<file path="src/bge_pkg.sv">
// Shared types, constants and helpers for the button gesture and cursor engine.
package bge_pkg;

  // Record codes
  typedef enum logic [2:0] {
    EV_DOWN  = 3'd0,
    EV_UP    = 3'd1,
    EV_LONG  = 3'd2,
    EV_CLICK = 3'd3,
    EV_SAFE  = 3'd4
  } ev_type_e;

  typedef enum logic [1:0] {
    SRC_A   = 2'd0,
    SRC_B   = 2'd1,
    SRC_PWR = 2'd2
  } ev_src_e;

  typedef enum logic {
    KIND_EVENT = 1'b0,
    KIND_MOVE  = 1'b1
  } rec_kind_e;

  // Configuration port
  localparam int unsigned CfgIdxW  = 2;
  localparam int unsigned CfgDataW = 16;

  typedef enum logic [CfgIdxW-1:0] {
    REG_LONG_PRESS = 2'd0,
    REG_CLICK_GAP  = 2'd1,
    REG_STREAK_GAP = 2'd2,
    REG_SPEED      = 2'd3
  } cfg_idx_e;

  localparam logic [15:0] LongPressRst = 16'd600;
  localparam logic [15:0] ClickGapRst  = 16'd300;
  localparam logic [15:0] StreakGapRst = 16'd300;
  localparam logic [2:0]  SpeedRst     = 3'd1;
  localparam logic [2:0]  SpeedMin     = 3'd1;
  localparam logic [2:0]  SpeedMax     = 3'd5;

  // Motion constants
  localparam logic [2:0] StreakMax    = 3'd7;
  localparam int unsigned HoldBase    = 85;
  localparam int unsigned HoldMin     = 22;
  localparam int unsigned AccelDiv    = 22;
  // Hold time from which the repeat interval sits at its floor
  localparam int unsigned HoldFastMs  = (HoldBase - HoldMin) * AccelDiv;
  localparam int unsigned HoldFastW   = $clog2(HoldFastMs);
  // Reciprocal of the accel divisor, exact for every hold below HoldFastMs
  localparam int unsigned RecipShift  = 16;
  localparam int unsigned AccelRecip  = ((1 << RecipShift) + AccelDiv - 1) / AccelDiv;
  localparam int unsigned StepCapBase = 10;

  // Record slots, in the order records leave the block
  localparam int unsigned NumSlots = 15;
  typedef logic [3:0] slot_t;
  localparam slot_t SlotADown  = 4'd0;
  localparam slot_t SlotALong  = 4'd1;
  localparam slot_t SlotAUp    = 4'd2;
  localparam slot_t SlotBDown  = 4'd3;
  localparam slot_t SlotBLong  = 4'd4;
  localparam slot_t SlotBUp    = 4'd5;
  localparam slot_t SlotBMove  = 4'd6;
  localparam slot_t SlotPDown  = 4'd7;
  localparam slot_t SlotPLong  = 4'd8;
  localparam slot_t SlotPUp    = 4'd9;
  localparam slot_t SlotPMove  = 4'd10;
  localparam slot_t SlotSafe   = 4'd11;
  localparam slot_t SlotBHold  = 4'd12;
  localparam slot_t SlotPHold  = 4'd13;
  localparam slot_t SlotClick  = 4'd14;

  typedef struct packed {
    logic [15:0] long_press;
    logic [15:0] click_gap;
    logic [15:0] streak_gap;
    logic [2:0]  speed;
  } cfg_t;

  typedef struct packed {
    logic [2:0]        held;
    logic [2:0]        long_sent;
    logic [2:0][31:0]  press_start;
    logic [31:0]       a_release;
    logic              a_click_pend;
    logic              combo;
    logic [3:0][2:0]   streak;
    logic [3:0][31:0]  last_step;
  } state_t;

  // All records of one item: a slot mask plus the variable step sizes and the stamp
  typedef struct packed {
    logic [NumSlots-1:0] mask;
    logic [4:0]          step_b;
    logic [4:0]          step_p;
    logic [4:0]          hold_b;
    logic [4:0]          hold_p;
    logic [31:0]         stamp;
  } rec_set_t;

  // min(speed*(1+2*streak), 10+2*speed)
  function automatic logic [4:0] step_size(input logic [2:0] streak, input logic [2:0] speed);
    logic [6:0] scaled;
    logic [4:0] cap;
    scaled = 7'({streak, 1'b1}) * 7'(speed);
    cap    = 5'(StepCapBase) + 5'({speed, 1'b0});
    step_size = (scaled > 7'(cap)) ? cap : scaled[4:0];
  endfunction

endpackage

</file>
<file path="src/button_gesture_cursor_engine.sv">
// Top level of the button gesture and cursor engine: item register, state, record buffer.
//
// Each item is one tick: a millisecond time and the levels of buttons A, B and power.
// The tick enters an input register, and the whole tick (edges, long presses, click
// timing, shortcut latch, streak and repeat stepping) is evaluated combinationally as
// the item moves into the record buffer, which also commits the new state. The
// buffer holds up to ten records of that tick and drains one record per cycle while
// out_stall_i is low, in slot order, with last_of_run_o on the final one. A tick
// with no records leaves the buffer empty, so quiet ticks stream back to back. The
// next tick is evaluated in the cycle the last record of the previous tick leaves,
// so the output channel is the only limit on rate. From the input handshake, a tick
// passes the input register and then the record buffer before its first record
// appears. Configuration writes are always accepted (cfg_ready_o is tied high); the
// speed register clamps writes to 1..5.
module button_gesture_cursor_engine (
  input  logic                         clk_i,
  input  logic                         rst_ni,
  // tick input
  input  logic                         in_valid_i,
  output logic                         in_stall_o,
  input  logic [31:0]                  now_ms_i,
  input  logic                         a_pressed_i,
  input  logic                         b_pressed_i,
  input  logic                         pwr_pressed_i,
  // record output
  output logic                         out_valid_o,
  input  logic                         out_stall_i,
  output logic                         record_kind_o,
  output logic [2:0]                   event_type_o,
  output logic [1:0]                   event_source_o,
  output logic signed [5:0]            move_dx_o,
  output logic signed [5:0]            move_dy_o,
  output logic [31:0]                  stamp_ms_o,
  output logic                         last_of_run_o,
  // configuration writes
  input  logic                         cfg_valid_i,
  output logic                         cfg_ready_o,
  input  logic [bge_pkg::CfgIdxW-1:0]  cfg_index_i,
  input  logic [bge_pkg::CfgDataW-1:0] cfg_data_i
);
  import bge_pkg::*;

  cfg_t        cfg_q;
  state_t      st_q, st_d;
  rec_set_t    recs_d, buf_q;

  logic        item_vld_q;
  logic [31:0] item_now_q;
  logic        item_a_q, item_b_q, item_p_q;

  logic [NumSlots-1:0] rest_mask, sel_mask;
  slot_t               sel_slot;
  logic                out_acc, buf_free, load;
  logic [2:0]          speed_w;

  // Configuration registers
  assign cfg_ready_o = 1'b1;

  always_comb begin
    speed_w = cfg_data_i[2:0];
    if (speed_w < SpeedMin) begin
      speed_w = SpeedMin;
    end else if (speed_w > SpeedMax) begin
      speed_w = SpeedMax;
    end
  end

  always_ff @(posedge clk_i or negedge rst_ni) begin
    if (!rst_ni) begin
      cfg_q.long_press <= LongPressRst;
      cfg_q.click_gap  <= ClickGapRst;
      cfg_q.streak_gap <= StreakGapRst;
      cfg_q.speed      <= SpeedRst;
    end else if (cfg_valid_i && cfg_ready_o) begin
      unique case (cfg_idx_e'(cfg_index_i))
        REG_LONG_PRESS: cfg_q.long_press <= cfg_data_i;
        REG_CLICK_GAP:  cfg_q.click_gap  <= cfg_data_i;
        REG_STREAK_GAP: cfg_q.streak_gap <= cfg_data_i;
        REG_SPEED:      cfg_q.speed      <= speed_w;
        default:        ;
      endcase
    end
  end

  // Record buffer drain: lowest pending slot goes first
  always_comb begin
    sel_slot = '0;
    for (int s = NumSlots - 1; s >= 0; s--) begin
      if (buf_q.mask[s]) begin
        sel_slot = slot_t'(s);
      end
    end
  end

  assign rest_mask = buf_q.mask & (buf_q.mask - NumSlots'(1));
  assign sel_mask  = buf_q.mask & ~rest_mask;
  assign out_valid_o = |buf_q.mask;
  assign out_acc     = out_valid_o && !out_stall_i;

  // Buffer is free once empty, or as its last record leaves
  assign buf_free   = !out_valid_o || (out_acc && (rest_mask == '0));
  assign load       = item_vld_q && buf_free;
  assign in_stall_o = item_vld_q && !buf_free;

  // Input register: advance whenever the held item moves on
  always_ff @(posedge clk_i or negedge rst_ni) begin
    if (!rst_ni) begin
      item_vld_q <= 1'b0;
    end else if (!in_stall_o) begin
      item_vld_q <= in_valid_i;
    end
  end

  always_ff @(posedge clk_i) begin
    if (!in_stall_o && in_valid_i) begin
      item_now_q <= now_ms_i;
      item_a_q   <= a_pressed_i;
      item_b_q   <= b_pressed_i;
      item_p_q   <= pwr_pressed_i;
    end
  end

  bge_eval u_eval (
    .cfg_i         (cfg_q),
    .st_i          (st_q),
    .now_ms_i      (item_now_q),
    .a_pressed_i   (item_a_q),
    .b_pressed_i   (item_b_q),
    .pwr_pressed_i (item_p_q),
    .st_o          (st_d),
    .recs_o        (recs_d)
  );

  // Commit state as the item enters the buffer; drop each record as it leaves
  always_ff @(posedge clk_i or negedge rst_ni) begin
    if (!rst_ni) begin
      st_q  <= '0;
      buf_q <= '0;
    end else if (load) begin
      st_q  <= st_d;
      buf_q <= recs_d;
    end else if (out_acc) begin
      buf_q.mask <= rest_mask;
    end
  end

  // Decode the selected slot into a record
  always_comb begin
    record_kind_o  = KIND_EVENT;
    event_type_o   = EV_DOWN;
    event_source_o = SRC_A;
    move_dx_o      = '0;
    move_dy_o      = '0;
    unique case (sel_slot)
      SlotADown: event_type_o = EV_DOWN;
      SlotALong: event_type_o = EV_LONG;
      SlotAUp:   event_type_o = EV_UP;
      SlotBDown: event_source_o = SRC_B;
      SlotBLong: begin
        event_type_o   = EV_LONG;
        event_source_o = SRC_B;
      end
      SlotBUp: begin
        event_type_o   = EV_UP;
        event_source_o = SRC_B;
      end
      SlotBMove: begin
        record_kind_o  = KIND_MOVE;
        event_source_o = SRC_B;
        move_dx_o      = 6'({1'b0, buf_q.step_b});
      end
      SlotPDown: event_source_o = SRC_PWR;
      SlotPLong: begin
        event_type_o   = EV_LONG;
        event_source_o = SRC_PWR;
      end
      SlotPUp: begin
        event_type_o   = EV_UP;
        event_source_o = SRC_PWR;
      end
      SlotPMove: begin
        record_kind_o  = KIND_MOVE;
        event_source_o = SRC_PWR;
        move_dy_o      = 6'({1'b0, buf_q.step_p});
      end
      SlotSafe:  event_type_o = EV_SAFE;
      SlotBHold: begin
        record_kind_o  = KIND_MOVE;
        event_source_o = SRC_B;
        move_dx_o      = -6'({1'b0, buf_q.hold_b});
      end
      SlotPHold: begin
        record_kind_o  = KIND_MOVE;
        event_source_o = SRC_PWR;
        move_dy_o      = -6'({1'b0, buf_q.hold_p});
      end
      SlotClick: event_type_o = EV_CLICK;
      default:   ;
    endcase
  end

  assign stamp_ms_o    = buf_q.stamp;
  assign last_of_run_o = (rest_mask == '0) && |sel_mask;

endmodule

</file>
<file path="src/bge_eval.sv">
// One-tick evaluation: next state and the record set for a sampled item.
module bge_eval (
  input  bge_pkg::cfg_t     cfg_i,
  input  bge_pkg::state_t   st_i,
  input  logic [31:0]       now_ms_i,
  input  logic              a_pressed_i,
  input  logic              b_pressed_i,
  input  logic              pwr_pressed_i,
  output bge_pkg::state_t   st_o,
  output bge_pkg::rec_set_t recs_o
);
  import bge_pkg::*;

  logic [2:0]       pressed;
  logic [2:0]       down, lng, up, lsent_e;
  logic [2:0][31:0] start_e, hold_e;

  logic [3:0][31:0] gap;
  logic [3:0][2:0]  streak_adv;
  logic [3:0][4:0]  step_sz;

  logic [1:0]       up_move, hold_en, hold_fire;
  logic [1:0][6:0]  interval;

  logic             a_pend_e, click, safe;
  logic [31:0]      a_rel_e;

  assign pressed = {pwr_pressed_i, b_pressed_i, a_pressed_i};

  // Per-button edge and long-press detection
  always_comb begin
    for (int i = 0; i < 3; i++) begin
      down[i]    = pressed[i] & ~st_i.held[i];
      lsent_e[i] = down[i] ? 1'b0 : st_i.long_sent[i];
      start_e[i] = down[i] ? now_ms_i : st_i.press_start[i];
      hold_e[i]  = now_ms_i - start_e[i];
      lng[i]     = pressed[i] & ~lsent_e[i] & (hold_e[i] >= {16'd0, cfg_i.long_press});
      up[i]      = ~pressed[i] & st_i.held[i];
    end
  end

  // Streak candidates for each direction: B right, B left, power down, power up
  always_comb begin
    for (int d = 0; d < 4; d++) begin
      gap[d] = now_ms_i - st_i.last_step[d];
      if (gap[d] <= {16'd0, cfg_i.streak_gap}) begin
        streak_adv[d] = (st_i.streak[d] < StreakMax) ? st_i.streak[d] + 3'd1 : st_i.streak[d];
      end else begin
        streak_adv[d] = '0;
      end
      step_sz[d] = step_size(streak_adv[d], cfg_i.speed);
    end
  end

  // Short-release steps and held repeat for B (j=0) and power (j=1)
  always_comb begin
    logic [HoldFastW-1:0]            h;
    logic [HoldFastW+RecipShift-1:0] prod;
    logic [6:0]                      accel;
    for (int j = 0; j < 2; j++) begin
      h    = hold_e[j+1][HoldFastW-1:0];
      prod = (HoldFastW+RecipShift)'(h) * (HoldFastW+RecipShift)'(AccelRecip);
      accel = 7'(prod >> RecipShift);
      if (hold_e[j+1] < 32'(HoldFastMs)) begin
        interval[j] = 7'(HoldBase) - accel;
      end else begin
        interval[j] = 7'(HoldMin);
      end
      up_move[j]   = up[j+1] & ~st_i.long_sent[j+1];
      hold_en[j]   = pressed[j+1] & (lsent_e[j+1] | lng[j+1]);
      hold_fire[j] = hold_en[j] & (gap[2*j+1] >= {25'd0, interval[j]});
    end
  end

  // Delayed click and two-button shortcut
  always_comb begin
    a_pend_e = st_i.a_click_pend | (up[0] & ~st_i.long_sent[0]);
    a_rel_e  = up[0] ? now_ms_i : st_i.a_release;
    click    = a_pend_e & ((now_ms_i - a_rel_e) >= {16'd0, cfg_i.click_gap});
    safe     = a_pressed_i & b_pressed_i & ~st_i.combo;
  end

  // Next state
  always_comb begin
    st_o              = st_i;
    st_o.held         = pressed;
    st_o.long_sent    = lsent_e | lng;
    st_o.press_start  = start_e;
    st_o.a_release    = a_rel_e;
    st_o.a_click_pend = a_pend_e & ~click;
    st_o.combo        = a_pressed_i & b_pressed_i;
    for (int j = 0; j < 2; j++) begin
      // forward direction
      if (up_move[j]) begin
        st_o.streak[2*j]    = streak_adv[2*j];
        st_o.last_step[2*j] = now_ms_i;
      end else if (up[j+1] | hold_en[j]) begin
        st_o.streak[2*j] = '0;
      end
      // reverse direction
      if (up[j+1]) begin
        st_o.streak[2*j+1] = '0;
      end else if (hold_fire[j]) begin
        st_o.streak[2*j+1]    = streak_adv[2*j+1];
        st_o.last_step[2*j+1] = now_ms_i;
      end
    end
  end

  // Record set
  always_comb begin
    recs_o            = '0;
    recs_o.mask[SlotADown] = down[0];
    recs_o.mask[SlotALong] = lng[0];
    recs_o.mask[SlotAUp]   = up[0];
    recs_o.mask[SlotBDown] = down[1];
    recs_o.mask[SlotBLong] = lng[1];
    recs_o.mask[SlotBUp]   = up[1];
    recs_o.mask[SlotBMove] = up_move[0];
    recs_o.mask[SlotPDown] = down[2];
    recs_o.mask[SlotPLong] = lng[2];
    recs_o.mask[SlotPUp]   = up[2];
    recs_o.mask[SlotPMove] = up_move[1];
    recs_o.mask[SlotSafe]  = safe;
    recs_o.mask[SlotBHold] = hold_fire[0];
    recs_o.mask[SlotPHold] = hold_fire[1];
    recs_o.mask[SlotClick] = click;
    recs_o.step_b = step_sz[0];
    recs_o.hold_b = step_sz[1];
    recs_o.step_p = step_sz[2];
    recs_o.hold_p = step_sz[3];
    recs_o.stamp  = now_ms_i;
  end

endmodule

</file>
<file path="config.mk">
export PLATFORM = sky130hd
export DESIGN_NAME = button_gesture_cursor_engine
export DESIGN_NICKNAME = d
export VERILOG_FILES = /design/src/bge_pkg.sv /design/src/button_gesture_cursor_engine.sv /design/src/bge_eval.sv
export SDC_FILE = /design/constraint.sdc
export NUM_CORES = 2
export LEC_CHECK = 0
export ABC_AREA = 0
export ABC_CLOCK_PERIOD_IN_PS = 11600
export BUFFER_PORTS_ARGS = -buffer_cell sky130_fd_sc_hd__buf_2
export CORE_UTILIZATION = 65
export CTS_CLUSTER_DIAMETER = 80
export DETAILED_ROUTE_END_ITERATION = 8
export GPL_ROUTABILITY_DRIVEN = 0
export PLACE_DENSITY = 0.87
export SYNTH_ARGS = -nofsm -noshare
export SYNTH_HDL_FRONTEND = slang
export SYNTH_SLANG_ARGS = --single-unit
export TNS_END_PERCENT = 50
</file>
<file path="constraint.sdc">
create_clock -name clk_i -period 11.6 [get_ports clk_i]
set_input_delay 1.74 -clock clk_i [delete_from_list [all_inputs] [get_ports clk_i]]
set_output_delay 1.74 -clock clk_i [all_outputs]
set_load 0.02 [all_outputs]
</file>
Word-level counts from Yosys, hierarchy flattened
Index checks and enable logic that the tools add are counted.
{"block": "classes", "n_reduce_logical": 37, "bitwise": 48, "magnitude_cmp": 22, "eq_ne": 17, "n_mul": 6, "n_addsub": 18, "muxes": 53}
{"op": "32-bit subtractor", "n": 8}
{"op": "32-bit by 16-bit >= comparator with 1-bit output", "n": 4}
{"op": "32-bit by 16-bit <= comparator with 1-bit output", "n": 4}
{"op": "32-bit two-way mux", "n": 4}
{"op": "32-bit by 7-bit >= comparator with 1-bit output", "n": 2}
{"op": "32-bit by 11-bit less-than comparator with 1-bit output (second input constant)", "n": 2}
{"op": "4-bit two-way mux", "n": 15}
{"op": "3-bit two-way mux", "n": 18}
{"op": "11-bit by 12-bit multiplier with 23-bit output (second input constant)", "n": 2}
{"op": "15-bit bitwise AND", "n": 2}
{"op": "15-bit two-way mux", "n": 2}
{"op": "15-bit OR reduction", "n": 2}
{"op": "4-bit equality test (second input constant)", "n": 7}
{"op": "7-bit by 5-bit > comparator with 1-bit output", "n": 4}
{"op": "4-bit by 3-bit multiplier with 7-bit output", "n": 4}
{"op": "6-bit case mux with 2 select lines", "n": 2}
{"op": "1-bit bitwise AND", "n": 23}
{"op": "5-bit two-way mux", "n": 4}
{"op": "2-bit AND reduction", "n": 10}
{"op": "4-bit by 3-bit equality test with 1-bit output (second input constant)", "n": 4}
{"op": "1-bit inverter", "n": 16}
{"op": "15-bit zero test", "n": 1}
{"op": "15-bit inverter", "n": 1}
{"op": "15-bit by 1-bit subtractor with 15-bit output (second input constant)", "n": 1}
{"op": "other kinds (26)", "n": 59}
{"block": "totals", "inputBits": 58, "ff_bits": 430, "out_inout_bits": 54, "word_cells": 232}

Longest topological paths before layout
{"block": "depth", "depth_word": 18, "ltp_mapped": 47, "depth_no_buf": 43}

Hierarchy
Synthesis repeated with hierarchy kept, for this count alone.
{"block": "unflattened", "hier_cells": 5128, "area_unflattened_um2": 47075.1}
{"module": "bge_eval", "n_inst": 1, "area_per_inst_um2": 28821.4, "seq_area_each_um2": 0.0, "cells_each": 4048}
{"module": "button_gesture_cursor_engine", "n_inst": 1, "area_per_inst_um2": 18253.8, "seq_area_each_um2": 10951.8, "cells_each": 1080}

Least setup slack after synthesis
OpenSTA, ideal clock, no wires.
{"block": "synth_timing", "path_type": "register -> register", "start": "register st_q[275] (netlist bit)", "end": "register st_q[103] (netlist bit)", "synth_period_minus_slack_ns": 10.228, "slack_ns": 1.372, "t_required_ns": 11.475, "path_buffers": 4, "stages_incl_launch_ff": 45, "setup_time_ns": 0.125, "arrival_time_ns": 10.103, "path_cell_list": "dfrtp_1 -> nand2b_1 -> buf_2 -> buf_1 -> nand2_1 -> o21ai_0 -> ha_1 -> inv_1 -> ha_1 -> a21o_1 -> a221oi_1 -> o21bai_1 -> a21boi_0 -> xnor2_1 -> ha_1 -> xor2_1 -> ha_1 -> a31oi_1 -> [9 not listed] -> nor2_1 -> xnor2_1 -> ha_1 -> o21ai_0 -> xnor2_1 -> and3_1 -> o21bai_1 -> ha_1 -> a21oi_1 -> o21ai_0 -> a2111oi_0 -> nand2b_1 -> or4_1 -> or4_1 -> o21bai_1 -> buf_2 -> buf_2 -> mux2_2"}
{"item": "start: declaration", "line_no": "button_gesture_cursor_engine.sv:44", "source": "state_t st_q, st_d;"}
{"item": "start signal: assignment", "line_no": "button_gesture_cursor_engine.sv:140", "source": "st_q <= st_d;"}

==> impl_metrics.env <==
export IMPL_status="complete, no violations"
export IMPL_setup_viol=0
export IMPL_antenna_found_initial=0
export IMPL_clockBufferDepth=3
export IMPL_cts_inserted_buffers=52
export IMPL_yosys_register_bits=430
export IMPL_ys_types=96
export IMPL_tritoncts="yes"
export IMPL_period_needed_ns=11.01
export IMPL_htreeDepth=2
export IMPL_cp_end_kind="register"
export IMPL_grt_met2_usage_pct=58.11
export IMPL_ys_top_cells_by_area="dfrtp_1, ha_1, nand2_1"
export IMPL_grt_pass1_wl_um=189300
export IMPL_hold_viol=0
export IMPL_holdBufCountCts=0
export IMPL_die_h_um=255.8
export IMPL_path_common_cell="ha_1"
export IMPL_drv_slew=0
export IMPL_multi_input_area_um2=28400
export IMPL_yosysWarnings=0
export IMPL_portBuffers=110
export IMPL_drc=0
export IMPL_crit_slowest_cell="fa_1"
export IMPL_postCtsSetupBuffers=0
export IMPL_async_flop_share_pct=91.86
export IMPL_grt_max_degree=254
export IMPL_rsz0062_at_grt="false"
export IMPL_grt_pass1_vias=36368
export IMPL_slew_limit_headroom_pct=14.29
export IMPL_nFillCells=4708
export IMPL_max_clock_freq_mhz=90.85
export IMPL_ys_flop_type="dfrtp_1"
export IMPL_grtUsageMet1_pct=44.66
export IMPL_hpwl_um=87730
export IMPL_critPathKind="reg2reg"
export IMPL_r2r_end="st_q[124]"
export IMPL_cp_arrival_ns=11.49
export IMPL_worst_path_max_fanout=32
export IMPL_cap_violations=0
export IMPL_clock_sinks=430
export IMPL_crit_required_ns=12.09
export IMPL_worstSkewPairLatency_ns=0.62
export IMPL_drt_iter0_markers=3500
export IMPL_synthCells=4909
export IMPL_hold_path_endpoint="stamp_ms_o[4]"
export IMPL_synth_common_cells="nand2_1, ha_1, o21ai_0, inv_1, dfrtp_1"
export IMPL_reg2reg_from="st_q[275]"
export IMPL_final_antenna_net_count=0
export IMPL_initial_utilization_pct=66.03
export IMPL_setup_tns_final_ns=0
export IMPL_wl_per_cell_um=20.54
export IMPL_grt_use_total_pct=35.87
export IMPL_clkTransAtPathRegs_ns=0.07
export IMPL_nets=5632
export IMPL_grt_use_met3_pct=6.615
export IMPL_regArea_um2=10950
export IMPL_core_area_um2=63430
export IMPL_layout_drive_gt1_share_pct=8.557
export IMPL_dp_cells=5703
export IMPL_cp_slowest_stage_delay_ns=0.52
export IMPL_synth_top_cell_by_area="dfrtp_1"
export IMPL_top_usage_layer="met2"
export IMPL_rrSetupSlack_ns=0.59
export IMPL_reg2reg_depth=40
export IMPL_start_kind="register"
export IMPL_fin_cells=5802
export IMPL_grt_ovfl_total=0
export IMPL_syn_to_final_growth_pct=7.206
export IMPL_die_area_um2=65450
export IMPL_yosysTopAreaCellShare_pct=22.82
export IMPL_io_pins=112
export IMPL_syn_area_per_cell_um2=8.532
export IMPL_detailroute_via_count=37597
export IMPL_fin_crit_sh_pct=94.88
export IMPL_cts_root_buf="clkbuf_16"
export IMPL_vias_per_cell=6.480
export IMPL_min_from="stamp_ms_o[4]"
export IMPL_synth_area_um2=41880
export IMPL_syn_nets=5630
export IMPL_synth_edf_count=35
export IMPL_clock_skew_ns=0.02531
export IMPL_synthMostInstantiatedCell="nand2_1"
export IMPL_die_w_um=255.8
export IMPL_first_pass_iters=6
export IMPL_hold_depth=2
export IMPL_hp_class="reg2reg"
export IMPL_wirelength_um=119200
export IMPL_yosysSeqAreaShare_pct=26.15
export IMPL_fp_row_count=92
export IMPL_tightest_slew_ns=1.282
## critical path, delay by kind of cell, from the launching register on
kind / cells / cell delay, ns
AO/OA/AOI/OAI: 15 / 3.67
adder cells (fa/ha/maj): 10 / 3.42
AND/OR/NAND/NOR: 7 / 1.68
XOR/XNOR: 4 / 0.80
buffers and inverters: 3 / 0.46
flip-flops: 1 / 0.45
multiplexers: 1 / 0.39
## state kept, by name, summed over array words and instances (netlist names)
register    flops
item_vld_q      1
st_q          276
stamp_ms_o     32
buf_q          35
item_now_q     32
cfg_q          51
item_b_q        1
item_p_q        1
item_a_q        1
## metal layers
metal	part of all wire [%]	vias to the layer above
met3	8.4	462
met2	46	1729
li1	-	17501
met5	0	-
met1	39	17905
met4	6.4	0
## kinds of logic after synthesis
| family | share of synthesized area (%) |
|---|---|
| simple gates | 15.24 |
| compound gates | 20.07 |
| flops | 26.15 |
| mux | 6.456 |
| xor+xnor | 4.371 |
| buf+inv | 6.253 |
| fa+ha+maj | 21.45 |
| other cells | 0.008954 |
## per-stage QoR
step	hold slack, ns	utilization (%)	cell area, µm²	worst slack [ns]
final	0.4674	70.79	44900	0.5934
after global routing	0.5034	70.79	44900	0.0007629
after CTS	0.4726	70.73	44860	0.2285
after detailed placement	0.4586	67.79	43000	0.3433
after global placement	0.4549	67.79	43000	0.8521
after floorplan	0.4352	-	41880	1.372
## timing repair
| item | 4_1_cts | 5_1_grt |
|---|---|---|
| endpoints found under the setup margin | 0 | 48 |
| resized for setup | 0 | 6 |
| hold endpoints to repair | 0 | 0 |
## how the worst max path moves through the flow
stage / start / end / cells past startpoint
2_1_floorplan: st_q[275] / st_q[103] / 44
3_3_place_gp: st_q[275] / st_q[120] / 39
3_5_place_dp: st_q[275] / st_q[114] / 39
4_1_cts: st_q[275] / st_q[127] / 39
5_1_grt: st_q[275] / st_q[127] / 39
6_report: st_q[275] / st_q[124] / 40
## cell usage in the layout, fill, tap and decap left out, drive strengths merged, types with 35 or more instances in the layout
| cell | n |
|---|---|
| nand3 | 75 |
| nor2b | 61 |
| nor2 | 259 |
| edfxtp | 35 |
| nand4 | 67 |
| inv | 430 |
| ha | 577 |
| nand2 | 579 |
| xnor2 | 129 |
| a21oi | 315 |
| o21a | 57 |
| a211oi | 45 |
| mux2 | 107 |
| fa | 86 |
| clkbuf | 71 |
| dfrtp | 382 |
| a21o | 114 |
| mux2i | 140 |
| a31oi | 47 |
| o21bai | 36 |
| o211ai | 43 |
| nand2b | 54 |
| xor2 | 80 |
| buf | 167 |
| o21ai | 433 |
| nor3 | 80 |
## layout make-up
type | instances | share of cell area, %
Inverter | 430 | 3.595
Clock buffer | 71 | 3.375
Timing Repair Buffer | 167 | 2.266
Sequential cell | 430 | 24.39
Multi-Input combinational cell | 3830 | 63.24
Tap cell | 846 | 2.357
Antenna cell | 1 | 0.005573
Clock inverter | 27 | 0.7663
Power is left out: the tool's default activity adds up to more than one toggle a clock period on the data nets, which glitch-free logic cannot reach.
